## config.mk

```make
export PLATFORM = sky130hd
export DESIGN_NAME = keyed_range_random_top
export DESIGN_NICKNAME = d
export VERILOG_FILES = /design/src/rtl/krr_pkg.sv /design/src/rtl/krr_mul.sv /design/src/rtl/krr_div.sv /design/src/rtl/keyed_range_random_top.sv
export SDC_FILE = /design/constraint.sdc
export NUM_CORES = 2
export LEC_CHECK = 0
export BUFFER_PORTS_ARGS = -buffer_cell sky130_fd_sc_hd__buf_2
export CAP_MARGIN = 5
export CORE_MARGIN = 2
export CORE_UTILIZATION = 45
export DETAILED_ROUTE_END_ITERATION = 10
export PLACE_DENSITY_LB_ADDON = 0.05
export SLEW_MARGIN = 40
export SYNTH_ARGS = -nofsm -noshare
export SYNTH_HDL_FRONTEND = slang
export SYNTH_HIERARCHICAL = 1
export SYNTH_SLANG_ARGS = --single-unit
export TNS_END_PERCENT = 100
```

## constraint.sdc

```tcl
create_clock -name clock -period 18.2 [get_ports clock]
set_input_delay 0 -clock clock [delete_from_list [all_inputs] [get_ports clock]]
set_output_delay 0 -clock clock [all_outputs]
set_load 0.01 [all_outputs]
```

## src/rtl/krr_pkg.sv

```systemverilog
// ============================================================================
// krr_pkg: shared types and constants of the keyed range random block
// Holds the hash constants, register map and sequencer state types.
// ============================================================================
package krr_pkg;

   // Hash finalizer constants
   localparam logic [63:0] GOLDEN     = 64'h9e37_79b9_7f4a_7c15;
   localparam logic [63:0] MULT_A     = 64'hbf58_476d_1ce4_e5b9;
   localparam logic [63:0] MULT_B     = 64'h94d0_49bb_1331_11eb;
   localparam logic [63:0] FRAME_SALT = 64'h0000_0000_0123_4567;

   // Register port geometry and register indexes (address bit 3 selects)
   localparam int CSR_ADDR_WIDTH = 4;
   localparam int CSR_DATA_WIDTH = 64;
   localparam logic REG_OBJECT_ID     = 1'b0;
   localparam logic REG_DEFAULT_FRAME = 1'b1;

   // Main sequencer states
   typedef enum logic [2:0] {
      ST_IDLE,
      ST_PRE,
      ST_MUL_A,
      ST_MUL_B,
      ST_DIV,
      ST_SUM
   } seq_state_type;

   // Which hash pass the sequencer is on
   typedef enum logic [1:0] {
      PH_SEED,
      PH_FRAME,
      PH_COUNT,
      PH_FINAL
   } hash_phase_type;

   // Partial product steps of the 64-bit multiplier
   typedef enum logic [1:0] {
      MUL_IDLE,
      MUL_LL,
      MUL_HL,
      MUL_LH
   } mul_step_type;

endpackage

```

## src/rtl/krr_mul.sv

```systemverilog
// ============================================================================
// krr_mul: iterative 64x64 multiplier, low 64 bits of the product
// One 32x32 multiplier builds the product from three partial products.
// ============================================================================
module krr_mul (
   input  logic        clock,
   input  logic        reset,
   input  logic        start,
   input  logic [63:0] op_a,
   input  logic [63:0] op_b,
   output logic        done,
   output logic [63:0] product
);

   krr_pkg::mul_step_type step_ff, step_in;
   logic [63:0] a_ff, a_in;
   logic [63:0] b_ff, b_in;
   logic [63:0] acc_ff, acc_in;
   logic        done_ff, done_in;
   logic [31:0] mul_x;
   logic [31:0] mul_y;
   logic [63:0] pp;

   // Pick the partial product operands for this step
   always_comb begin
      case (step_ff)
         krr_pkg::MUL_HL: begin
            mul_x = a_ff[63:32];
            mul_y = b_ff[31:0];
         end
         krr_pkg::MUL_LH: begin
            mul_x = a_ff[31:0];
            mul_y = b_ff[63:32];
         end
         default: begin
            mul_x = a_ff[31:0];
            mul_y = b_ff[31:0];
         end
      endcase
   end

   assign pp = mul_x * mul_y;

   // Advance through the steps and accumulate
   always_comb begin
      step_in = step_ff;
      a_in    = a_ff;
      b_in    = b_ff;
      acc_in  = acc_ff;
      done_in = 1'b0;
      case (step_ff)
         krr_pkg::MUL_IDLE: begin
            if (start) begin
               a_in    = op_a;
               b_in    = op_b;
               step_in = krr_pkg::MUL_LL;
            end
         end
         krr_pkg::MUL_LL: begin
            acc_in  = pp;
            step_in = krr_pkg::MUL_HL;
         end
         krr_pkg::MUL_HL: begin
            acc_in  = acc_ff + {pp[31:0], 32'h0};
            step_in = krr_pkg::MUL_LH;
         end
         krr_pkg::MUL_LH: begin
            acc_in  = acc_ff + {pp[31:0], 32'h0};
            done_in = 1'b1;
            step_in = krr_pkg::MUL_IDLE;
         end
         default: begin
            step_in = krr_pkg::MUL_IDLE;
         end
      endcase
   end

   // Control state
   always_ff @(posedge clock) begin
      if (reset) begin
         step_ff <= krr_pkg::MUL_IDLE;
         done_ff <= 1'b0;
      end else begin
         step_ff <= step_in;
         done_ff <= done_in;
      end
   end

   // Operands and accumulator
   always_ff @(posedge clock) begin
      a_ff   <= a_in;
      b_ff   <= b_in;
      acc_ff <= acc_in;
   end

   assign done    = done_ff;
   assign product = acc_ff;

endmodule

```

## src/rtl/krr_div.sv

```systemverilog
// ============================================================================
// krr_div: serial 64-bit modulo unit
// Restoring division, one dividend bit per cycle; returns the remainder.
// ============================================================================
module krr_div #(
   parameter int DIV_WIDTH = 33
) (
   input  logic                 clock,
   input  logic                 reset,
   input  logic                 start,
   input  logic [63:0]          dividend,
   input  logic [DIV_WIDTH-1:0] divisor,
   output logic                 done,
   output logic [DIV_WIDTH-1:0] remainder
);

   logic                 busy_ff, busy_in;
   logic                 done_ff, done_in;
   logic [5:0]           cnt_ff, cnt_in;
   logic [63:0]          dvd_ff, dvd_in;
   logic [DIV_WIDTH-1:0] dsr_ff, dsr_in;
   logic [DIV_WIDTH-1:0] rem_ff, rem_in;
   logic [DIV_WIDTH:0]   trial;
   logic [DIV_WIDTH+1:0] diff;

   // Shift in the next dividend bit and try the subtract
   assign trial = {rem_ff, dvd_ff[63]};
   assign diff  = {1'b0, trial} - {2'b00, dsr_ff};

   always_comb begin
      busy_in = busy_ff;
      done_in = 1'b0;
      cnt_in  = cnt_ff;
      dvd_in  = dvd_ff;
      dsr_in  = dsr_ff;
      rem_in  = rem_ff;
      if (busy_ff) begin
         dvd_in = {dvd_ff[62:0], 1'b0};
         cnt_in = cnt_ff + 6'd1;
         // keep the difference unless it borrowed
         if (diff[DIV_WIDTH+1]) begin
            rem_in = trial[DIV_WIDTH-1:0];
         end else begin
            rem_in = diff[DIV_WIDTH-1:0];
         end
         if (cnt_ff == 6'd63) begin
            busy_in = 1'b0;
            done_in = 1'b1;
         end
      end else if (start) begin
         busy_in = 1'b1;
         cnt_in  = '0;
         dvd_in  = dividend;
         dsr_in  = divisor;
         rem_in  = '0;
      end
   end

   // Control state
   always_ff @(posedge clock) begin
      if (reset) begin
         busy_ff <= 1'b0;
         done_ff <= 1'b0;
         cnt_ff  <= '0;
      end else begin
         busy_ff <= busy_in;
         done_ff <= done_in;
         cnt_ff  <= cnt_in;
      end
   end

   // Datapath
   always_ff @(posedge clock) begin
      dvd_ff <= dvd_in;
      dsr_ff <= dsr_in;
      rem_ff <= rem_in;
   end

   assign done      = done_ff;
   assign remainder = rem_ff;

endmodule

```

## src/rtl/keyed_range_random_top.sv

```systemverilog
// ============================================================================
// keyed_range_random_top: keyed hash range random generator
// Hashes seed, frame and call counter with a 64-bit finalizer and reduces
// the hash into the inclusive range of two signed bounds.
// ============================================================================
//
//   channel  handshake              payload
//   -------  ---------------------  ------------------------------------------
//   req      req_valid/req_ready    bounds, seed flag and seed, frame flag/frame
//   rsp      rsp_valid/rsp_ready    rsp_random_value
//   csr      csr_psel/csr_penable   object_id 64-bit, default_frame 32-bit
//
// An item without an explicit seed takes an extra hash pass over the call counter.
// Each hash pass runs on the shared 32x32 multiplier (three partial products per
// 64-bit multiply), and the final modulo runs in the serial divider.
// req_ready is high only while the sequencer is idle.
// Reset clears the sequencer, call counter and registers. A result waits in
// the output register while the next transaction is already being worked on.
//
module keyed_range_random_top #(
   parameter int COUNTER_WIDTH = 32,
   parameter int VALUE_WIDTH   = 32
) (
   input  logic                                clock,
   input  logic                                reset,
   // request channel
   input  logic                                req_valid,
   output logic                                req_ready,
   input  logic signed [VALUE_WIDTH-1:0]       req_low_bound,
   input  logic signed [VALUE_WIDTH-1:0]       req_high_bound,
   input  logic                                req_use_seed,
   input  logic signed [63:0]                  req_seed_value,
   input  logic                                req_has_frame,
   input  logic signed [31:0]                  req_frame_value,
   // response channel
   output logic                                rsp_valid,
   input  logic                                rsp_ready,
   output logic signed [VALUE_WIDTH-1:0]       rsp_random_value,
   // register port
   input  logic                                csr_psel,
   input  logic                                csr_penable,
   input  logic                                csr_pwrite,
   input  logic [krr_pkg::CSR_ADDR_WIDTH-1:0]  csr_paddr,
   input  logic [krr_pkg::CSR_DATA_WIDTH-1:0]  csr_pwdata,
   output logic [krr_pkg::CSR_DATA_WIDTH-1:0]  csr_prdata,
   output logic                                csr_pready
);

   localparam int SPAN_WIDTH = VALUE_WIDTH + 1;

   krr_pkg::seq_state_type  state_ff, state_in;
   krr_pkg::hash_phase_type phase_ff, phase_in;

   logic [63:0]              object_id_ff, object_id_in;
   logic [31:0]              frame_reg_ff, frame_reg_in;
   logic [COUNTER_WIDTH-1:0] cnt_ff, cnt_in;
   logic                     seeded_ff, seeded_in;
   logic                     rsp_valid_ff, rsp_valid_in;

   logic [63:0]              z_ff, z_in;
   logic [63:0]              fr_ff, fr_in;
   logic [63:0]              hold_ff, hold_in;
   logic [VALUE_WIDTH-1:0]   lo_ff, lo_in;
   logic [SPAN_WIDTH-1:0]    span_ff, span_in;
   logic [VALUE_WIDTH-1:0]   rsp_data_ff, rsp_data_in;

   logic                     csr_write;
   logic [63:0]              cnt_ext;
   logic signed [VALUE_WIDTH-1:0] lo_sel;
   logic signed [VALUE_WIDTH-1:0] hi_sel;
   logic [31:0]              frame_sel;
   logic [63:0]              pre_sum;
   logic [63:0]              mix_out;
   logic [63:0]              key;

   logic                     mul_start;
   logic [63:0]              mul_a;
   logic [63:0]              mul_b;
   logic                     mul_done;
   logic [63:0]              mul_prod;
   logic                     div_start;
   logic                     div_done;
   logic [SPAN_WIDTH-1:0]    div_rem;

   // Register port: writes complete on the access cycle
   assign csr_pready = 1'b1;
   assign csr_write  = csr_psel & csr_penable & csr_pwrite & csr_pready;

   always_comb begin
      object_id_in = object_id_ff;
      frame_reg_in = frame_reg_ff;
      if (csr_write) begin
         case (csr_paddr[3])
            krr_pkg::REG_OBJECT_ID:     object_id_in = csr_pwdata;
            krr_pkg::REG_DEFAULT_FRAME: frame_reg_in = csr_pwdata[31:0];
            default: ;
         endcase
      end
   end

   always_comb begin
      case (csr_paddr[3])
         krr_pkg::REG_OBJECT_ID:     csr_prdata = object_id_ff;
         krr_pkg::REG_DEFAULT_FRAME: csr_prdata = {32'h0, frame_reg_ff};
         default:                    csr_prdata = '0;
      endcase
   end

   // Counter widened for the key add
   always_comb begin
      cnt_ext = '0;
      cnt_ext[COUNTER_WIDTH-1:0] = cnt_ff;
   end

   // Order the bounds and pick the frame on accept
   always_comb begin
      if (req_low_bound > req_high_bound) begin
         lo_sel = req_high_bound;
         hi_sel = req_low_bound;
      end else begin
         lo_sel = req_low_bound;
         hi_sel = req_high_bound;
      end
      frame_sel = req_has_frame ? req_frame_value : frame_reg_ff;
   end

   // Hash pieces around the multiplies
   assign pre_sum = z_ff + krr_pkg::GOLDEN;
   assign mix_out = mul_prod ^ (mul_prod >> 31);
   assign key     = mix_out ^ hold_ff;

   // Sequencer: next state and datapath controls
   always_comb begin
      state_in     = state_ff;
      phase_in     = phase_ff;
      cnt_in       = cnt_ff;
      seeded_in    = seeded_ff;
      z_in         = z_ff;
      fr_in        = fr_ff;
      hold_in      = hold_ff;
      lo_in        = lo_ff;
      span_in      = span_ff;
      rsp_data_in  = rsp_data_ff;
      rsp_valid_in = rsp_valid_ff & ~rsp_ready;
      mul_start    = 1'b0;
      mul_a        = pre_sum ^ (pre_sum >> 30);
      mul_b        = krr_pkg::MULT_A;
      div_start    = 1'b0;
      req_ready    = 1'b0;
      case (state_ff)
         krr_pkg::ST_IDLE: begin
            req_ready = 1'b1;
            if (req_valid) begin
               seeded_in = req_use_seed;
               z_in      = req_use_seed ? req_seed_value : object_id_ff;
               fr_in     = {{32{frame_sel[31]}}, frame_sel} + krr_pkg::FRAME_SALT;
               lo_in     = lo_sel;
               span_in   = {hi_sel[VALUE_WIDTH-1], hi_sel}
                         - {lo_sel[VALUE_WIDTH-1], lo_sel} + SPAN_WIDTH'(1);
               phase_in  = krr_pkg::PH_SEED;
               state_in  = krr_pkg::ST_PRE;
            end
         end
         // add the golden step, fold, and start the first multiply
         krr_pkg::ST_PRE: begin
            mul_start = 1'b1;
            state_in  = krr_pkg::ST_MUL_A;
         end
         // fold the first product and start the second multiply
         krr_pkg::ST_MUL_A: begin
            mul_a = mul_prod ^ (mul_prod >> 27);
            mul_b = krr_pkg::MULT_B;
            if (mul_done) begin
               mul_start = 1'b1;
               state_in  = krr_pkg::ST_MUL_B;
            end
         end
         // finish the pass and pick what follows
         krr_pkg::ST_MUL_B: begin
            if (mul_done) begin
               state_in = krr_pkg::ST_PRE;
               case (phase_ff)
                  krr_pkg::PH_SEED: begin
                     hold_in  = mix_out;
                     z_in     = fr_ff;
                     phase_in = krr_pkg::PH_FRAME;
                  end
                  krr_pkg::PH_FRAME: begin
                     if (seeded_ff) begin
                        z_in     = key;
                        phase_in = krr_pkg::PH_FINAL;
                     end else begin
                        z_in     = key + cnt_ext;
                        cnt_in   = cnt_ff + COUNTER_WIDTH'(1);
                        phase_in = krr_pkg::PH_COUNT;
                     end
                  end
                  krr_pkg::PH_COUNT: begin
                     z_in     = mix_out;
                     phase_in = krr_pkg::PH_FINAL;
                  end
                  default: begin
                     div_start = 1'b1;
                     state_in  = krr_pkg::ST_DIV;
                  end
               endcase
            end
         end
         krr_pkg::ST_DIV: begin
            if (div_done) begin
               state_in = krr_pkg::ST_SUM;
            end
         end
         // offset the remainder by the low bound once the output is free
         krr_pkg::ST_SUM: begin
            if (!rsp_valid_ff || rsp_ready) begin
               rsp_data_in  = lo_ff + div_rem[VALUE_WIDTH-1:0];
               rsp_valid_in = 1'b1;
               state_in     = krr_pkg::ST_IDLE;
            end
         end
         default: begin
            state_in = krr_pkg::ST_IDLE;
         end
      endcase
   end

   // Control state
   always_ff @(posedge clock) begin
      if (reset) begin
         state_ff     <= krr_pkg::ST_IDLE;
         phase_ff     <= krr_pkg::PH_SEED;
         cnt_ff       <= '0;
         seeded_ff    <= 1'b0;
         rsp_valid_ff <= 1'b0;
         object_id_ff <= '0;
         frame_reg_ff <= '0;
      end else begin
         state_ff     <= state_in;
         phase_ff     <= phase_in;
         cnt_ff       <= cnt_in;
         seeded_ff    <= seeded_in;
         rsp_valid_ff <= rsp_valid_in;
         object_id_ff <= object_id_in;
         frame_reg_ff <= frame_reg_in;
      end
   end

   // Payload
   always_ff @(posedge clock) begin
      z_ff        <= z_in;
      fr_ff       <= fr_in;
      hold_ff     <= hold_in;
      lo_ff       <= lo_in;
      span_ff     <= span_in;
      rsp_data_ff <= rsp_data_in;
   end

   krr_mul u_mul (
      .clock   (clock),
      .reset   (reset),
      .start   (mul_start),
      .op_a    (mul_a),
      .op_b    (mul_b),
      .done    (mul_done),
      .product (mul_prod)
   );

   krr_div #(
      .DIV_WIDTH (SPAN_WIDTH)
   ) u_div (
      .clock     (clock),
      .reset     (reset),
      .start     (div_start),
      .dividend  (mix_out),
      .divisor   (span_ff),
      .done      (div_done),
      .remainder (div_rem)
   );

   assign rsp_valid        = rsp_valid_ff;
   assign rsp_random_value = rsp_data_ff;

endmodule
```

==> impl_metrics.tcl <==
set metrics [dict create \
    timing.critical_path.from "u_mul/step_ff[0]" \
    synth_area_leader_cell "sky130_fd_sc_hd__fa_1" \
    reg2regPathDepth 36 \
    hold_class "input pin to flip-flop" \
    buffer_ports.inserted 331 \
    grt_setup_unrepaired "false" \
    largest_net_degree_at_the_start_of_global_routing 92 \
    cts_post_setup_buffers_inserted 0 \
    ios 336 \
    cp_num_cells 36 \
    clockRootBuffer "sky130_fd_sc_hd__clkbuf_16" \
    design.die.area_sq_um 173700 \
    fin_cells 10950 \
    routabilityCongestion 0.9628 \
    slew_headroom 0.3631 \
    dpl.cell_count 10440 \
    cts_buffer_depth 3 \
    setup.worst_path.start_class "flip-flop" \
    slew_viol_final 0 \
    grt_first_pass_wirelength_um 388300 \
    synth_top_area_frac 0.2352 \
    final_layout_size_suffix_gt1_frac 0.1015 \
    max_clock_freq_mhz 89.28 \
    finalCritPeriodShare 0.6154 \
    synthFlopType "sky130_fd_sc_hd__edfxtp_1" \
    syn-instance-count 8122 \
    chipHeight_um 416.8 \
    vias 60870 \
    top_count_cell_post_synth "sky130_fd_sc_hd__nand2_1" \
    report.final.setup_viol 0 \
    clk_transition_reported_paths_ps 70 \
    arrival_ps 11730 \
    rows 151 \
    clock_tree.htree_level_count 3 \
    final_util 0.5180 \
    path_max_fanout 37 \
    worstPathRequired_ps 18730 \
    yosys_register_bits 726 \
    number_of_distinct_library_cells_after_synthesis 107 \
    detailed_route_iter0_violations 4231 \
    timing.hold.worst.start "req_use_seed" \
    synth-seq-area-share 0.2651 \
    synth_top_cells_by_area "sky130_fd_sc_hd__fa_1 (24%), sky130_fd_sc_hd__edfxtp_1 (23%), sky130_fd_sc_hd__ha_1 (7.7%)" \
    max_cap_violations 0 \
    reg2reg_from "u_mul/step_ff[0]" \
    detail_route.first_pass.iterations 6 \
    run_status "complete, no violations" \
    synth-async-reset-ratio 0 \
    max_slew.worst_pin.slew_ps 948.5 \
    ys_top_cells_by_count "sky130_fd_sc_hd__nand2_1 (1,202), sky130_fd_sc_hd__inv_1 (1,028), sky130_fd_sc_hd__fa_1 (901), sky130_fd_sc_hd__nor2_1 (612), sky130_fd_sc_hd__edfxtp_1 (579)" \
    path_class "flip-flop to flip-flop" \
    critPathMaxStageDelay_ps 740 \
    tns_ps 0 \
    cpMostUsedCell "sky130_fd_sc_hd__fa_1" \
    grt_pass1_vias 62430 \
    post_syn_area_per_cell_sq_um 9.441 \
    dpl_worst_slack_ps 7056 \
    start_util 0.4529 \
    drc 0 \
    regToRegSetupSlack_ps 7000 \
    end_kind "flip-flop" \
    post_route_worst_setup_slack_ps 6999 \
    die-width_um 416.8 \
    cts-buffers-inserted 90 \
    syn_area_sq_um 76680 \
    yosys_warnings 6 \
    number_of_antenna_violations_at_the_first_check_in_global_routing 5 \
    finalWirelength_um 253000 \
    grtUsageTotal 0.2934 \
    crit_end "u_mul/product[63]" \
    hold_violations 0 \
    grt.overflow.total 0 \
    r2r-end "u_mul/product[63]" \
    sink_count_of_the_clock_tree 726 \
    post-dp-hpwl_um 197100 \
    skew_ps 47.20 \
    flow.area_growth_from_synthesis_pct 14.37 \
    tritoncts "yes" \
    critical_path.n_buffers_inverters 5 \
    insertion_delay_ps 740 \
    crit_path_slowest_cell "sky130_fd_sc_hd__mux2_2" \
    antenna_left 0 \
    critical_path.top_delay_family "adder cells" \
    routed_wire_length_per_instance_um 23.10 \
    final_period_minus_worst_setup_slack_ps 11200 \
    placeableCoreArea_sq_um 169300 \
    edff_count_synth 579 \
    vias_per_cell 5.558 \
    final_net_count 10270 \
]
## worst min-delay path, delay by kind of cell
kind,cells,cell delay [ps]
AO/OA/AOI/OAI,2,240
buffers and inverters,1,210
AND/OR/NAND/NOR,1,190
## state kept, by name, indices dropped and copies added, names as in the netlist, 64 cells and up
name           flops
hold_ff           64
object_id_ff      64
u_div/dvd_ff      64
u_mul/a_ff        64
u_mul/b_ff        64
u_mul/product     64
z_ff              64
## per-layer routing
layer / vias up / GRT usage / routed length (um)
met4: 2 / 0.08585 / 8011
met2: 1940 / 0.4912 / 120500
met3: 317 / 0.03538 / 14000
met1: 30700 / 0.3998 / 110500
met5: - / 0 / 18
li1: 27910 / - / -
## metrics by stage
step	instance area, sq um	hold slack (ps)
4_1_cts	87620	0.5245
5_1_grt	87690	48.09
3_3_place_gp	80860	239.4
3_5_place_dp	81020	245.9
6_report	87700	44.32
2_1_floorplan	76800	71.61
## cell families after synthesis
kind of cell | synth area share
muxes | 0.04176
adders and majority gates | 0.3123
DFF | 0.2651
xor gates and xnor gates | 0.05693
other | 0.00009794
and+or+nand+nor | 0.1397
buffers and inverters | 0.07129
AOI/OAI and AO/OA | 0.1128
## final cells by class
type,instances,area [sq um]
Clock buffer,113,2407
Antenna cell,2,5.005
Tap cell,2218,2775
Inverter,1028,3862
Timing Repair Buffer,812,6222
Fill cell,15750,81590
Sequential cell,726,20330
Clock inverter,56,769.5
Multi-Input combinational cell,5997,51320
## cell usage in the layout, fill, tap and decap left out, types with 254 or more instances in the layout
cell                            netlist  layout
sky130_fd_sc_hd__inv_1             1028    1025
sky130_fd_sc_hd__fa_1               901     901
sky130_fd_sc_hd__nand2_1           1202    1200
sky130_fd_sc_hd__o21ai_0            277     277
sky130_fd_sc_hd__edfxtp_1           579     579
sky130_fd_sc_hd__buf_2               38     329
sky130_fd_sc_hd__a21oi_1            456     455
sky130_fd_sc_hd__xnor2_1            254     254
sky130_fd_sc_hd__nor2_1             612     608
sky130_fd_sc_hd__ha_1               472     469
sky130_fd_sc_hd__dlygate4sd3_1        0     342
## how the worst min path moves through the flow
stage,end,slack [ps],cells after the start
floorplan,u_mul/done,70,1
global placement,object_id_ff[61],240,3
detailed placement,object_id_ff[44],250,3
CTS,z_ff[55],0.5,5
global route,object_id_ff[18],50,4
finish,z_ff[45],40,4
## repair_timing
item / 4_1_cts / 5_1_grt
hold buffers: 342 / 0
resized for setup: 0 / 0
endpoints found under the hold margin: 298 / 0
Power is left out: the tool's default activity adds up to more than one toggle a clock period on the data nets, which glitch-free logic cannot reach.
